===== src/rtl/esf_pkg.sv =====
// Shared types and constants of the escape stuffing framer.
// No dependencies; imported by every module of the block.
`default_nettype none
package esf_pkg;

    localparam int FRAME_BYTES_DEF = 64;
    localparam int CMDQ_DEPTH_DEF  = 4;
    localparam int CNT_W           = 7;

    // One classified input beat, handed from the front to the back.
    typedef struct packed {
        logic [7:0] data;
        logic [7:0] esc_code;
        logic       hdr;
        logic       esc;
        logic       nl;
    } cmd_t;

endpackage
`default_nettype wire


===== src/rtl/esf_front.sv =====
// Front end: accepts raw bytes, classifies them and tracks the frame fill.
// Depends on esf_pkg (cmd_t, CNT_W).
`default_nettype none
module esf_front
    import esf_pkg::*;
#(
    parameter int FRAME_BYTES = FRAME_BYTES_DEF
)
(
    input  wire logic       clk,
    input  wire logic       rst_n,
    input  wire logic       push,
    input  wire logic [7:0] in_byte,
    input  wire logic [7:0] escape_code,
    input  wire logic [7:0] end_code,
    input  wire logic [7:0] return_code,
    input  wire logic [7:0] erase_code,
    input  wire logic       q_full,
    output logic            full,
    output logic            q_wr_en,
    output cmd_t            q_wr_data
);

    localparam logic [CNT_W:0] CLOSE_AT = (CNT_W + 1)'(FRAME_BYTES - 1);

    logic [CNT_W-1:0] frame_count_reg;
    logic [CNT_W-1:0] frame_count_next;
    logic [CNT_W:0]   fill_sum;
    logic             special;
    logic             closing;

    assign full    = q_full;
    assign q_wr_en = push && !q_full;

    always_comb
    begin
        special = (in_byte == escape_code) || (in_byte == end_code) ||
                  (in_byte == return_code) || (in_byte == erase_code);
        fill_sum = {1'b0, frame_count_reg} + (CNT_W + 1)'(1)
                   + {{CNT_W{1'b0}}, special};
        closing = (fill_sum >= CLOSE_AT);
        frame_count_next = closing ? '0 : fill_sum[CNT_W-1:0];

        q_wr_data.data     = in_byte;
        q_wr_data.esc_code = escape_code;
        q_wr_data.hdr      = (frame_count_reg == '0);
        q_wr_data.esc      = special;
        q_wr_data.nl       = closing;
    end

    always_ff @(posedge clk or negedge rst_n)
    begin
        if (!rst_n)
        begin
            frame_count_reg <= '0;
        end
        else if (q_wr_en)
        begin
            frame_count_reg <= frame_count_next;
        end
    end

endmodule
`default_nettype wire


===== src/rtl/esf_cmdq.sv =====
// Short command queue between the front and the back (flip-flop storage).
// Depends on esf_pkg (cmd_t).
`default_nettype none
module esf_cmdq
    import esf_pkg::*;
#(
    parameter int DEPTH = CMDQ_DEPTH_DEF
)
(
    input  wire logic clk,
    input  wire logic rst_n,
    input  wire logic wr_en,
    input  wire cmd_t wr_data,
    input  wire logic rd_en,
    output cmd_t      rd_data,
    output logic      q_full,
    output logic      q_empty
);

    localparam int PTR_W = (DEPTH > 1) ? $clog2(DEPTH) : 1;
    localparam int CNT_W_Q = $clog2(DEPTH + 1);
    localparam logic [PTR_W-1:0]   LAST_PTR = PTR_W'(DEPTH - 1);
    localparam logic [CNT_W_Q-1:0] FULL_CNT = CNT_W_Q'(DEPTH);

    cmd_t               mem_reg [DEPTH];
    logic [PTR_W-1:0]   wr_ptr_reg;
    logic [PTR_W-1:0]   rd_ptr_reg;
    logic [CNT_W_Q-1:0] count_reg;
    logic               do_wr;
    logic               do_rd;

    assign q_full  = (count_reg == FULL_CNT);
    assign q_empty = (count_reg == '0);
    assign do_wr   = wr_en && !q_full;
    assign do_rd   = rd_en && !q_empty;
    assign rd_data = mem_reg[rd_ptr_reg];

    always_ff @(posedge clk)
    begin
        if (do_wr)
        begin
            mem_reg[wr_ptr_reg] <= wr_data;
        end
    end

    always_ff @(posedge clk or negedge rst_n)
    begin
        if (!rst_n)
        begin
            wr_ptr_reg <= '0;
            rd_ptr_reg <= '0;
            count_reg  <= '0;
        end
        else
        begin
            if (do_wr)
            begin
                wr_ptr_reg <= (wr_ptr_reg == LAST_PTR) ? '0 : wr_ptr_reg + PTR_W'(1);
            end
            if (do_rd)
            begin
                rd_ptr_reg <= (rd_ptr_reg == LAST_PTR) ? '0 : rd_ptr_reg + PTR_W'(1);
            end
            if (do_wr && !do_rd)
            begin
                count_reg <= count_reg + CNT_W_Q'(1);
            end
            else if (do_rd && !do_wr)
            begin
                count_reg <= count_reg - CNT_W_Q'(1);
            end
        end
    end

endmodule
`default_nettype wire


===== src/rtl/esf_back.sv =====
// Back end: expands one command into header, escape, data and newline beats.
// Depends on esf_pkg (cmd_t); feeds a one-entry output register.
`default_nettype none
module esf_back
    import esf_pkg::*;
(
    input  wire logic       clk,
    input  wire logic       rst_n,
    input  wire cmd_t       q_rd_data,
    input  wire logic       q_empty,
    output logic            q_rd_en,
    input  wire logic       pop,
    output logic            empty,
    output logic [7:0]      out_byte,
    output logic            last
);

    localparam logic [2:0] PH_HDR0 = 3'd0;
    localparam logic [2:0] PH_HDR1 = 3'd1;
    localparam logic [2:0] PH_HDR2 = 3'd2;
    localparam logic [2:0] PH_HDR3 = 3'd3;
    localparam logic [2:0] PH_ESC  = 3'd4;
    localparam logic [2:0] PH_DATA = 3'd5;
    localparam logic [2:0] PH_NL   = 3'd6;

    localparam logic [7:0] HDR_R   = 8'h72;
    localparam logic [7:0] HDR_T   = 8'h74;
    localparam logic [7:0] HDR_K   = 8'h6B;
    localparam logic [7:0] HDR_SP  = 8'h20;
    localparam logic [7:0] NEWLINE = 8'h0A;

    cmd_t       cur_reg;
    logic       cur_valid_reg;
    logic [2:0] phase_reg;
    logic [2:0] phase_next;
    logic [2:0] start_phase;
    logic       done;
    logic       advance;
    logic [7:0] beat_byte;

    logic       out_valid_reg;
    logic [7:0] out_byte_reg;
    logic       out_last_reg;

    assign empty    = !out_valid_reg;
    assign out_byte = out_byte_reg;
    assign last     = out_last_reg;

    // A beat moves into the output register when that register is free or drains.
    assign advance = cur_valid_reg && (!out_valid_reg || pop);
    assign q_rd_en = !q_empty && (!cur_valid_reg || (advance && done));

    always_comb
    begin
        start_phase = q_rd_data.hdr ? PH_HDR0 : (q_rd_data.esc ? PH_ESC : PH_DATA);
        done        = 1'b0;
        phase_next  = phase_reg;
        beat_byte   = cur_reg.data;
        case (phase_reg)
            PH_HDR0:
            begin
                beat_byte  = HDR_R;
                phase_next = PH_HDR1;
            end
            PH_HDR1:
            begin
                beat_byte  = HDR_T;
                phase_next = PH_HDR2;
            end
            PH_HDR2:
            begin
                beat_byte  = HDR_K;
                phase_next = PH_HDR3;
            end
            PH_HDR3:
            begin
                beat_byte  = HDR_SP;
                phase_next = cur_reg.esc ? PH_ESC : PH_DATA;
            end
            PH_ESC:
            begin
                beat_byte  = cur_reg.esc_code;
                phase_next = PH_DATA;
            end
            PH_DATA:
            begin
                beat_byte  = cur_reg.data;
                phase_next = PH_NL;
                done       = !cur_reg.nl;
            end
            PH_NL:
            begin
                beat_byte = NEWLINE;
                done      = 1'b1;
            end
            default:
            begin
                beat_byte = cur_reg.data;
                done      = 1'b1;
            end
        endcase
    end

    always_ff @(posedge clk)
    begin
        if (q_rd_en)
        begin
            cur_reg <= q_rd_data;
        end
        if (advance)
        begin
            out_byte_reg <= beat_byte;
            out_last_reg <= done;
        end
    end

    always_ff @(posedge clk or negedge rst_n)
    begin
        if (!rst_n)
        begin
            cur_valid_reg <= 1'b0;
            phase_reg     <= PH_HDR0;
            out_valid_reg <= 1'b0;
        end
        else
        begin
            if (q_rd_en)
            begin
                cur_valid_reg <= 1'b1;
                phase_reg     <= start_phase;
            end
            else if (advance)
            begin
                cur_valid_reg <= !done;
                phase_reg     <= phase_next;
            end

            if (advance)
            begin
                out_valid_reg <= 1'b1;
            end
            else if (pop)
            begin
                out_valid_reg <= 1'b0;
            end
        end
    end

endmodule
`default_nettype wire


===== src/rtl/escape_stuffing_framer_core.sv =====
// Throughput: one result beat per cycle while the receiver keeps popping, set by
// the back-end sequencer; an input byte yields 1 to 7 beats.
// Input is taken every cycle while the command queue has room.
// Reset (rst_n low, asynchronous): queue and output emptied, frame fill zero,
// special codes back to 0x5C, 0x0A, 0x0D, 0x08.
`default_nettype none
module escape_stuffing_framer_core
    import esf_pkg::*;
#(
    parameter int FRAME_BYTES = FRAME_BYTES_DEF,
    parameter int CMDQ_DEPTH  = CMDQ_DEPTH_DEF
)
(
    input  wire logic        clk,
    input  wire logic        rst_n,
    // input byte channel
    input  wire logic        push,
    output logic             full,
    input  wire logic [7:0]  in_byte,
    // result beat channel
    output logic             empty,
    input  wire logic        pop,
    output logic [7:0]       out_byte,
    output logic             last,
    // register port
    input  wire logic        psel,
    input  wire logic        penable,
    input  wire logic        pwrite,
    input  wire logic [3:0]  paddr,
    input  wire logic [31:0] pwdata,
    output logic [31:0]      prdata,
    output logic             pready
);

    // Register indexes (byte address = 4 * index).
    localparam logic [1:0] REG_ESCAPE = 2'd0;
    localparam logic [1:0] REG_END    = 2'd1;
    localparam logic [1:0] REG_RETURN = 2'd2;
    localparam logic [1:0] REG_ERASE  = 2'd3;

    logic [7:0] escape_code_reg;
    logic [7:0] end_code_reg;
    logic [7:0] return_code_reg;
    logic [7:0] erase_code_reg;
    logic       cfg_wr;
    logic [1:0] reg_idx;

    // Front to queue, queue to back.
    logic q_wr_en;
    cmd_t q_wr_data;
    logic q_rd_en;
    cmd_t q_rd_data;
    logic q_full;
    logic q_empty;

    assign pready  = 1'b1;
    assign reg_idx = paddr[3:2];
    assign cfg_wr  = psel && penable && pwrite;

    always_comb
    begin
        case (reg_idx)
            REG_ESCAPE: prdata = {24'd0, escape_code_reg};
            REG_END:    prdata = {24'd0, end_code_reg};
            REG_RETURN: prdata = {24'd0, return_code_reg};
            REG_ERASE:  prdata = {24'd0, erase_code_reg};
            default:    prdata = 32'd0;
        endcase
    end

    // The user must change registers only while the block is idle (not enforced); commands read them live.
    always_ff @(posedge clk or negedge rst_n)
    begin
        if (!rst_n)
        begin
            escape_code_reg <= 8'h5C;
            end_code_reg    <= 8'h0A;
            return_code_reg <= 8'h0D;
            erase_code_reg  <= 8'h08;
        end
        else if (cfg_wr)
        begin
            case (reg_idx)
                REG_ESCAPE: escape_code_reg <= pwdata[7:0];
                REG_END:    end_code_reg    <= pwdata[7:0];
                REG_RETURN: return_code_reg <= pwdata[7:0];
                REG_ERASE:  erase_code_reg  <= pwdata[7:0];
                default:    ;
            endcase
        end
    end

    // Front: classify each byte, decide header and newline, keep the frame fill.
    esf_front #(
        .FRAME_BYTES (FRAME_BYTES)
    ) u_front (
        .clk         (clk),
        .rst_n       (rst_n),
        .push        (push),
        .in_byte     (in_byte),
        .escape_code (escape_code_reg),
        .end_code    (end_code_reg),
        .return_code (return_code_reg),
        .erase_code  (erase_code_reg),
        .q_full      (q_full),
        .full        (full),
        .q_wr_en     (q_wr_en),
        .q_wr_data   (q_wr_data)
    );

    // Decoupling queue: the front keeps taking bytes while the back expands one.
    esf_cmdq #(
        .DEPTH (CMDQ_DEPTH)
    ) u_cmdq (
        .clk     (clk),
        .rst_n   (rst_n),
        .wr_en   (q_wr_en),
        .wr_data (q_wr_data),
        .rd_en   (q_rd_en),
        .rd_data (q_rd_data),
        .q_full  (q_full),
        .q_empty (q_empty)
    );

    // Back: one beat per cycle into the output register while it is free or popped.
    esf_back u_back (
        .clk       (clk),
        .rst_n     (rst_n),
        .q_rd_data (q_rd_data),
        .q_empty   (q_empty),
        .q_rd_en   (q_rd_en),
        .pop       (pop),
        .empty     (empty),
        .out_byte  (out_byte),
        .last      (last)
    );

endmodule
`default_nettype wire


===== config.mk =====
export PLATFORM = sky130hd
export DESIGN_NAME = escape_stuffing_framer_core
export DESIGN_NICKNAME = d
export VERILOG_FILES = /design/src/rtl/esf_pkg.sv /design/src/rtl/esf_front.sv /design/src/rtl/esf_cmdq.sv /design/src/rtl/esf_back.sv /design/src/rtl/escape_stuffing_framer_core.sv
export SDC_FILE = /design/constraint.sdc
export NUM_CORES = 1
export LEC_CHECK = 0
export BUFFER_PORTS_ARGS = -buffer_cell sky130_fd_sc_hd__buf_4
export CAP_MARGIN = 0
export CORE_ASPECT_RATIO = 2
export CORE_MARGIN = 4
export CORE_UTILIZATION = 52
export CTS_CLUSTER_SIZE = 14
export DETAILED_ROUTE_END_ITERATION = 16
export GPL_TIMING_DRIVEN = 0
export PLACE_DENSITY = 0.84
export SLEW_MARGIN = 20
export SYNTH_ARGS = -nofsm -noshare
export SYNTH_HDL_FRONTEND = slang
export SYNTH_SLANG_ARGS = --single-unit

===== constraint.sdc =====
create_clock -name clk -period 2.57 [get_ports clk]
set_clock_uncertainty 0.15 [all_clocks]
set_input_delay 0.3855 -clock clk [delete_from_list [all_inputs] [get_ports clk]]
set_output_delay 0.3855 -clock clk [all_outputs]
set_load 0.03 [all_outputs]

==> impl_metrics.yaml, run 1 <==
pwr:
  total_power_mw: 8.86
  p_per_area_mw_per_mm2: 1050
  clkPwrFrac: 0.268
  p_sw_frac: 0.324
  leakage_nw: 3.31
  comb_power_share: 0.304
  ir_drop_uv: 810
  p_sw_mw: 2.87
  seqPwrFrac: 0.428
  p_int_mw: 5.99
run_status:
  violations: "setup timing"
  outcome: "finished, violations left"
die:
  dieArea_mm2: 0.0156
  die_w_um: 90.3
  initial_core_util: 0.536
  die_y_um: 173
  core_mm2: 0.0131
  rows: 59
  io_pins: 95
global_routing:
  grt_antenna_before_repair: 0
  grt_max_degree: 52
  grt_overflow: 0
  grt_pass1_vias: 4414
  grt_pass1_wl_um: 23100
  track_usage: 0.193
yosys:
  yosysUniqueCellTypes: 57
  async_flop_share: 0.331
  synth_top_area_frac: 0.439
  syn-instance-count: 452
  synthesis.area_mm2: 0.00705
  synth_seq_cells: 154
  synth_warnings: 0
  seq_area_frac_synth: 0.622
  synth_edf_count: 103
  synth_top_area_cell: "edfxtp_1"
  yosys-top-cells-area: "edfxtp_1 (44%), dfrtp_1 (15%), mux4_2 (8.6%), mux2_2 (5.9%), xor2_1 (4.2%)"
  ys_dominant_reg_cell: "edfxtp_1"
  avgSynthCellArea_um2: 15.6
routing:
  drtIter0Drc: 219
  wl_per_cell_um: 19.7
  vias_per_cell: 5.71
  ant_nets: 0
  drt_first_pass_iters: 4
  routed_wl_um: 14000
  vias: 4068
  drcViolationCount: 0
timing:
  finalMaxSlewViolations: 0
  rsz0062_at_grt: "yes"
  setup_viol: 10
  slew_headroom: 0.303
  fin_crit_ns: 2.78
  fin_crit_sh: 1.08
  fin_ws_ns: -0.211
  whs_ns: 0.0703
  tightest_slew_ns: 1.04
  final-hold-violation-count: 0
  fmax_ghz: 0.360
layout:
  nets: 612
  drive_gt1_frac: 0.387
  area_growth_syn_to_layout_pct: 19.9
  fin_util: 0.643
  largest_reg_flops: 76
  n_antenna_cell: 0
worst_setup_path:
  cp_data_required_time_ns: 2.75
  r2r_slack_ns: -0.21
  crit-reg2reg-launch: "erase_code_reg[5]"
  crit_arrival_ns: 2.96
  r2r_cells: 10
  crit_type: "reg2reg"
  start_kind: "flop"
  r2r_end: "u_front.frame_count_reg[0]"
  path_max_fanout: 8
  worst_setup_path_end_kind: "flop"
hold_path:
  hold_class: "in2reg"
  min_from: "pwdata[6]"
  worstHoldPathCells: 2
  min_to: "return_code_reg[6]"
placement:
  gp_congestion: 0.856
  dp_worst_setup_slack_ns: -0.641
  dp_hpwl_um: 9540
  io_buffers: 43
clocking:
  clk_path_buf_depth: 2
  path_clk_slew_ns: 0.07
  cts_made_buffers: 17
  clk_latency_ns: 0.42
  cts_tree: "built"
  htree_levels: 4
  clkSinkCount: 154
  cts_root_buffer: "clkbuf_16"
job:
  drv_cap: 0
[per-stage QoR]
step | instances | cell area (um^2) | TNS, ns
2_1_floorplan | 475 | 7140 | -0.0104
3_3_place_gp | 670 | 7650 | -5.38
3_5_place_dp | 670 | 7650 | -6.16
4_1_cts | 710 | 8400 | -1.47
5_1_grt | 713 | 8450 | -2.57
6_report | 713 | 8450 | -1.53
[power groups by stage]
stage          Combinational [mW]  Sequential (mW)  Clock (mW)
2_1_floorplan                1.77             3.81           0
3_3_place_gp                 2.40             3.77           0
3_5_place_dp                 2.50             3.83           0
4_1_cts                      2.67             3.79        2.41
5_1_grt                      2.94             3.86        2.53
6_report                     2.69             3.79        2.37
[repair_timing]
item | 4_1_cts | 5_1_grt
endpoints found under the hold margin | 41 | 0
resized for setup | 22 | 5
buffers inserted | 7 | 2
pin swaps | 13 | 2
endpoints found under the setup margin | 12 | 14
hold buffers | 1 | 0
[Yosys cell counts, types with 5 or more instances]
cell type and instances:
mux4_2 27, dfstp_2 10, xor2_1 34, inv_1 16
o21ai_0 11, dfrtp_1 41, nand2_1 26, nor2_1 9
a22oi_1 8, mux2_2 37, clkbuf_1 5, nor4_1 9
ha_1 12, edfxtp_1 103, and3_1 5, buf_4 27
[placed cells by master, fill, tap and decap left out, types with 4 or more instances in the layout]
cell	n
edfxtp_1	103
buf_4	79
dfrtp_1	40
mux2_2	37
xor2_1	30
mux4_2	27
nand2_1	25
conb_1	25
clkbuf_16	17
inv_1	15
ha_1	10
dfstp_2	10
nor2_1	9
o21ai_0	9
a22oi_1	8
inv_6	6
nor4_1	5
clkinvlp_4	5
and3_1	5
xor2_2	4
nand2b_1	4
clkbuf_1	4
mux2i_1	4
a31oi_1	4
[critical path: stages (launching register included)]
cell      delay (ns)
dfrtp_1         0.39
xor2_1          0.16
nor4_2          0.40
nand2_1         0.10
and4_4          0.20
ha_4            0.17
nand4b_1        0.23
o21a_1          0.25
o211ai_2        0.23
nand2_2         0.17
o31ai_2         0.25
[worst max-delay path by stage]
stage,startpoint,to,slack (ns),cells after the start
finish,erase_code_reg[5],u_front.frame_count_reg[0],-0.21,10
global route,erase_code_reg[5],u_front.frame_count_reg[0],-0.31,10
floorplan,escape_code_reg[3],u_front.frame_count_reg[0],-0.01,11
global placement,in_byte[5],u_front.frame_count_reg[0],-0.58,12
CTS,escape_code_reg[3],u_front.frame_count_reg[0],-0.20,10
detailed placement,in_byte[5],u_front.frame_count_reg[0],-0.64,12
[final cells by class]
class / instances / area (um^2)
sequential: 154 / 4380
tap: 152 / 190
multi-input combinational: 267 / 2570
clock buffer: 17 / 425
inverter: 17 / 67.6
timing repair buffer: 54 / 415
fill: 911 / 4690
buffer: 37 / 253
clock inverter: 15 / 139
[per-layer routing]
layer / part of all wire / track usage / up-vias
met5: 0 / 0 / -
met2: 0.58 / 0.362 / 137
met4: 0.025 / 0.0908 / 0
met3: 0.042 / 0.0504 / 26
met1: 0.35 / 0.196 / 2047
li1: - / - / 1858
[kinds of logic after synthesis]
logic type               synth area share
flip-flops                          0.622
AND/OR/NAND/NOR                    0.0623
buffers and inverters              0.0448
multiplexers                        0.151
other                             0.00107
AO/OA/AOI/OAI                      0.0472
adder cells (fa/ha/maj)            0.0256
XOR/XNOR                           0.0460
No activity file was read; power rests on OpenSTA's default activity.
==> inputs of run 2 (changes only) <==
- CELL_PAD_IN_SITES_DETAIL_PLACEMENT: unset -> 1
- CELL_PAD_IN_SITES_GLOBAL_PLACEMENT: unset -> 1
- CORE_UTILIZATION: 52 -> 43
- PLACE_DENSITY: 0.84 -> 0.83
- RECOVER_POWER: unset -> 100
==> run 2 against run 1 <==
  * The run still ends with setup timing left
  * Worst hold slack better by 0.013 ns
  * Utilization decreased by 12 points
  * Critical endpoint is now u_front.frame_count_reg[2]
  * Largest cell class unchanged
  * Die area increased by 19%
  * Sequential power is essentially flat
  * Sequential share of layout area decreased by 0.53 points
  * Critical path depth unchanged
  * Via count grew 0.49%
==> impl_metrics.yaml, run 2 (same netlist as run 1, synthesis figures left out) <==
routing:
  vias: 4088
  dr_wl_met2_um: 9670
  drcViolationCount: 0
  drt_first_pass_iters: 4
  drt-met1-wl_um: 5670
  top_layer: "met4"
  ant_nets: 0
  drtIter0Drc: 200
  wl_per_cell_um: 21.1
  vias_per_cell: 5.34
  met3_wirelength_um: 524
  routed_wl_um: 16100
die:
  core_mm2: 0.0162
  initial_core_util: 0.435
  io_pins: 95
  rows: 66
  dieArea_mm2: 0.0186
  die_y_um: 189
  die_w_um: 98.5
run_status:
  violations: "setup timing"
  outcome: "finished, violations left"
placement:
  dp_hpwl_um: 11200
  dp_worst_setup_slack_ns: -0.738
  dp.cells: 722
  gp_congestion: 0.812
  post_dp_cell_area_mm2: 0.00772
  io_buffers: 43
layout:
  n_antenna_cell: 0
  drive_gt1_frac: 0.381
  fin_util: 0.527
  multi_input_area_mm2: 0.00257
  layout_common_cells: "edfxtp_1 (103), buf_4 (76), dfrtp_1 (39)"
  final_area_mm2: 0.00854
  register_area_mm2: 0.00438
  area_growth_syn_to_layout_pct: 21.2
  finalNonFillerCells: 765
  nFillCells: 1602
  nets: 612
  largest_reg_flops: 76
  layout_commonest_cell: "edfxtp_1"
pwr:
  total_power_mw: 9.14
  p_sw_frac: 0.322
  p_per_area_mw_per_mm2: 1070
  leakage_nw: 3.32
  p_int_mw: 6.20
  ir_drop_uv: 494
  seqPwrFrac: 0.418
  clkPwrFrac: 0.278
  comb_power_share: 0.304
  p_sw_mw: 2.94
clocking:
  cts_tree: "built"
  cts_made_buffers: 17
  clkSinkCount: 154
  htree_levels: 4
  clk_latency_ns: 0.42
  path_clk_slew_ns: 0.06
  cts_root_buffer: "clkbuf_16"
  clk_path_buf_depth: 2
hold_path:
  min_to: "end_code_reg[4]"
  min_from: "pwdata[4]"
  worstHoldPathCells: 2
  hold_class: "in2reg"
timing:
  fin_crit_ns: 2.88
  rsz0062_at_grt: "yes"
  tightest_slew_ns: 1.06
  setup_viol: 10
  final-hold-violation-count: 0
  fin_crit_sh: 1.12
  fmax_ghz: 0.347
  fin_ws_ns: -0.311
  finalMaxSlewViolations: 0
  slew_headroom: 0.294
worst_setup_path:
  r2r_cells: 10
  crit_type: "reg2reg"
  worst_setup_path_end_kind: "flop"
  crit-reg2reg-launch: "escape_code_reg[3]"
  path_max_fanout: 4
  r2r_slack_ns: -0.31
  r2r_end: "u_front.frame_count_reg[2]"
  cp-startpoint: "escape_code_reg[3]"
  crit_arrival_ns: 3.02
  start_kind: "flop"
  cp_data_required_time_ns: 2.71
global_routing:
  grt_pass1_wl_um: 25400
  grt_antenna_before_repair: 0
  track_usage: 0.180
  grt_pass1_vias: 4591
  grt_overflow: 0
  grt_max_degree: 52
job:
  drv_cap: 0
[run 2: cell types whose count changed in the layout (fill, tap and decap cells not counted), moves of 2 or more]
cell       delta
xor2_2        -2
o21ai_2       +3
bufinv_16     +2
clkbuf_1      +4
o21ai_0       -3
buf_4         -3
xor2_1        +2
inv_6         -3
[run 2: layout make-up]
class / instances / share of cell area
well taps: 204 / 0.0299
flip-flops and latches: 154 / 0.514
plain buffers: 37 / 0.0296
multi-input cells: 267 / 0.301
clock inverters: 14 / 0.0199
inverters: 17 / 0.00762
repair buffers: 54 / 0.0479
clock buffers: 18 / 0.0503
[run 2: power groups by stage]
stage	Combinational [mW]	Clock (mW)	Sequential, mW
after floorplan	1.77	0	3.81
after global placement	2.44	0	3.78
after detailed placement	2.59	0	3.85
after CTS	2.77	2.57	3.80
after global routing	3.02	2.70	3.89
final	2.78	2.54	3.82
[run 2: worst max-delay path, stage by stage (launching register included)]
cell,delay [ns]
dfstp_2,0.57
xor2_2,0.08
nor4_2,0.35
nand2_1,0.10
and4_4,0.18
ha_4,0.17
nand4b_1,0.23
nor3_1,0.37
o211ai_2,0.22
a31oi_1,0.24
mux2i_1,0.10
[run 2: metrics by stage]
| stage | hold WS [ns] | setup TNS (ns) |
|---|---|---|
| 6_report | 0.0833 | -2.46 |
| 3_3_place_gp | 0.314 | -5.80 |
| 4_1_cts | 0.0626 | -1.85 |
| 3_5_place_dp | 0.331 | -7.29 |
| 5_1_grt | 0.0657 | -3.57 |
| 2_1_floorplan | -0.0601 | -0.0104 |
[run 2: worst max-delay path by stage]
stage                                 endpoint  slack, ns  cells past startpoint
finish              u_front.frame_count_reg[2]      -0.31                     10
global route        u_front.frame_count_reg[2]      -0.43                     10
CTS                 u_front.frame_count_reg[0]      -0.23                     12
detailed placement  u_front.frame_count_reg[0]      -0.74                     12
global placement    u_front.frame_count_reg[0]      -0.62                     12
floorplan           u_front.frame_count_reg[0]      -0.01                     11
[run 2: repair_timing]
item / in CTS / in global routing
hold endpoints to repair: 41 / 0
buffers inserted: 6 / 4
endpoints found under the setup margin: 12 / 15
cloned: 0 / 0
hold buffers: 1 / 0
gates resized for setup: 24 / 9
pin swaps: 13 / 6
[run 2: metal layers]
layer	up-vias	track usage
met5	-	0
met1	2120	0.179
li1	1861	-
met4	0	0.0673
met2	90	0.357
met3	17	0.0336
==> inputs of run 3 (changes only) <==
- CORE_UTILIZATION: 43 -> 48
- PLACE_DENSITY: 0.83 -> 0.87
- clock period: 2.57 -> 2.8 ns (I/O delays scaled with it)
==> run 3 against run 2 <==
  * The run still ends with setup timing left
  * Final area barely moved
  * Maximum frequency fell by 2.4%
  * Clock-buffer cell count rose by 2
  * Highest routed layer unchanged
  * Largest power group unchanged
  * Sequential power fell by 7.6%
  * Total power fell by 7.6%
  * Die area fell by 9.8%
==> impl_metrics.yaml, run 3 (same netlist as run 1, synthesis figures left out) <==
placement:
  dp_worst_setup_slack_ns: -0.810
  dp.cells: 710
  io_buffers: 43
  gp_congestion: 0.802
  post_dp_cell_area_mm2: 0.00769
  dp_hpwl_um: 11400
worst_setup_path:
  r2r_cells: 10
  cpPeakStageDelay_ns: 0.59
  r2r_end: "u_front.frame_count_reg[0]"
  worst_setup_path_end_kind: "flop"
  path_max_fanout: 8
  start_kind: "flop"
  crit_type: "reg2reg"
  cp_cell_sequence: "xor2_2, nor4_4, nand2_2, and4_4, ha_4, nand4b_1, o21a_1, o211ai_4, nand2_4, o31ai_4"
  cp_data_required_time_ns: 2.98
  crit-reg2reg-launch: "escape_code_reg[3]"
  r2r_slack_ns: -0.15
  crit_path_top_delay_cell: "dfstp_2"
  crit_arrival_ns: 3.13
pwr:
  p_per_area_mw_per_mm2: 989
  comb_power_share: 0.307
  p_sw_frac: 0.334
  clkPwrFrac: 0.275
  p_sw_mw: 2.82
  total_power_mw: 8.44
  p_int_mw: 5.62
  ir_drop_uv: 821
  seqPwrFrac: 0.418
  leakage_nw: 3.33
timing:
  fin_ws_ns: -0.153
  setup_tns_ns: -0.814
  rsz0062_at_grt: "yes"
  finalMaxSlewViolations: 0
  setup_viol: 10
  fmax_ghz: 0.339
  slew_headroom: 0.258
  tightest_slew_ns: 1.11
  whs_ns: 0.104
  fin_crit_ns: 2.95
  final-hold-violation-count: 0
  fin_crit_sh: 1.05
routing:
  drcViolationCount: 0
  drtIter0Drc: 199
  ant_nets: 0
  dr_wl_met2_um: 10300
  met3_wirelength_um: 624
  routed_wl_um: 17200
  wl_per_cell_um: 22.9
  drt-met1-wl_um: 5940
  drt_first_pass_iters: 5
  vias: 4153
  top_layer: "met4"
  vias_per_cell: 5.53
clocking:
  cts_made_buffers: 17
  cts_root_buffer: "clkbuf_16"
  cts_tree: "built"
  clk_path_buf_depth: 2
  path_clk_slew_ns: 0.07
  htree_levels: 4
  clk_latency_ns: 0.42
  clkSinkCount: 154
layout:
  layout_common_cells: "edfxtp_1 (103), buf_4 (75), dfrtp_1 (41)"
  drive_gt1_frac: 0.385
  area_growth_syn_to_layout_pct: 21.2
  nets: 610
  finalNonFillerCells: 751
  layout_commonest_cell: "edfxtp_1"
  final_area_mm2: 0.00854
  n_antenna_cell: 0
  fin_util: 0.595
  largest_reg_flops: 76
die:
  dieArea_mm2: 0.0168
  initial_core_util: 0.491
  core_mm2: 0.0144
  die_y_um: 179
  die_w_um: 93.7
  io_pins: 95
  rows: 62
global_routing:
  grt_pass1_vias: 4721
  grt_overflow: 0
  grt_pass1_wl_um: 26800
  grt_max_degree: 52
  track_usage: 0.219
  grt_antenna_before_repair: 0
hold_path:
  min_to: "erase_code_reg[6]"
  worstHoldPathCells: 2
  min_from: "pwdata[6]"
  hold_class: "in2reg"
run_status:
  outcome: "finished, violations left"
  violations: "setup timing"
job:
  drv_cap: 0
-- run 3: routing by layer --
metal	GRT usage	vias to the layer above
met1	0.228	2166
met2	0.431	108
met5	0	-
met3	0.0435	25
met4	0.0699	0
li1	-	1854
-- run 3: area by class of cell --
| class | count | area, um^2 |
|---|---|---|
| buffer | 37 | 253 |
| clock inverter | 12 | 126 |
| fill | 1335 | 5810 |
| sequential | 154 | 4380 |
| multi-input combinational | 267 | 2610 |
| clock buffer | 20 | 478 |
| tap | 192 | 240 |
| inverter | 17 | 67.6 |
| timing repair buffer | 52 | 382 |
-- run 3: worst max path at each step --
stage,start,endpoint,slack (ns),depth (start not counted)
after floorplan,escape_code_reg[3],u_front.frame_count_reg[0],0.16,11
after detailed placement,in_byte[3],u_front.frame_count_reg[5],-0.81,13
final,escape_code_reg[3],u_front.frame_count_reg[0],-0.15,10
after global placement,in_byte[5],u_front.frame_count_reg[0],-0.46,12
after CTS,escape_code_reg[4],u_front.frame_count_reg[2],-0.1,12
after global routing,escape_code_reg[3],u_front.frame_count_reg[0],-0.23,10
-- run 3: critical path, delay by kind of cell, from the launching register on --
kind                       cells  cell delay (ns)
and+or+nand+nor                5             1.04
adders and majority gates      1             0.17
AOI/OAI and AO/OA              3             0.79
DFF                            1             0.59
xor gates and xnor gates       1             0.11
-- run 3: timing repair --
action                                  4_1_cts  5_1_grt
pin swaps                                    11       10
hold buffers                                  1        0
gates cloned                                  0        0
endpoints found under the setup margin       11       13
gates resized for setup                      26       13
hold endpoints to repair                     41        0
setup buffers                                 5        3
-- run 3: power by group through the flow --
stage	registers, mW	logic [mW]	clock network, mW
final	3.53	2.60	2.32
after global routing	3.59	2.79	2.46
after CTS	3.52	2.54	2.36
after detailed placement	3.55	2.37	0
after global placement	3.47	2.22	0
after floorplan	3.50	1.61	0
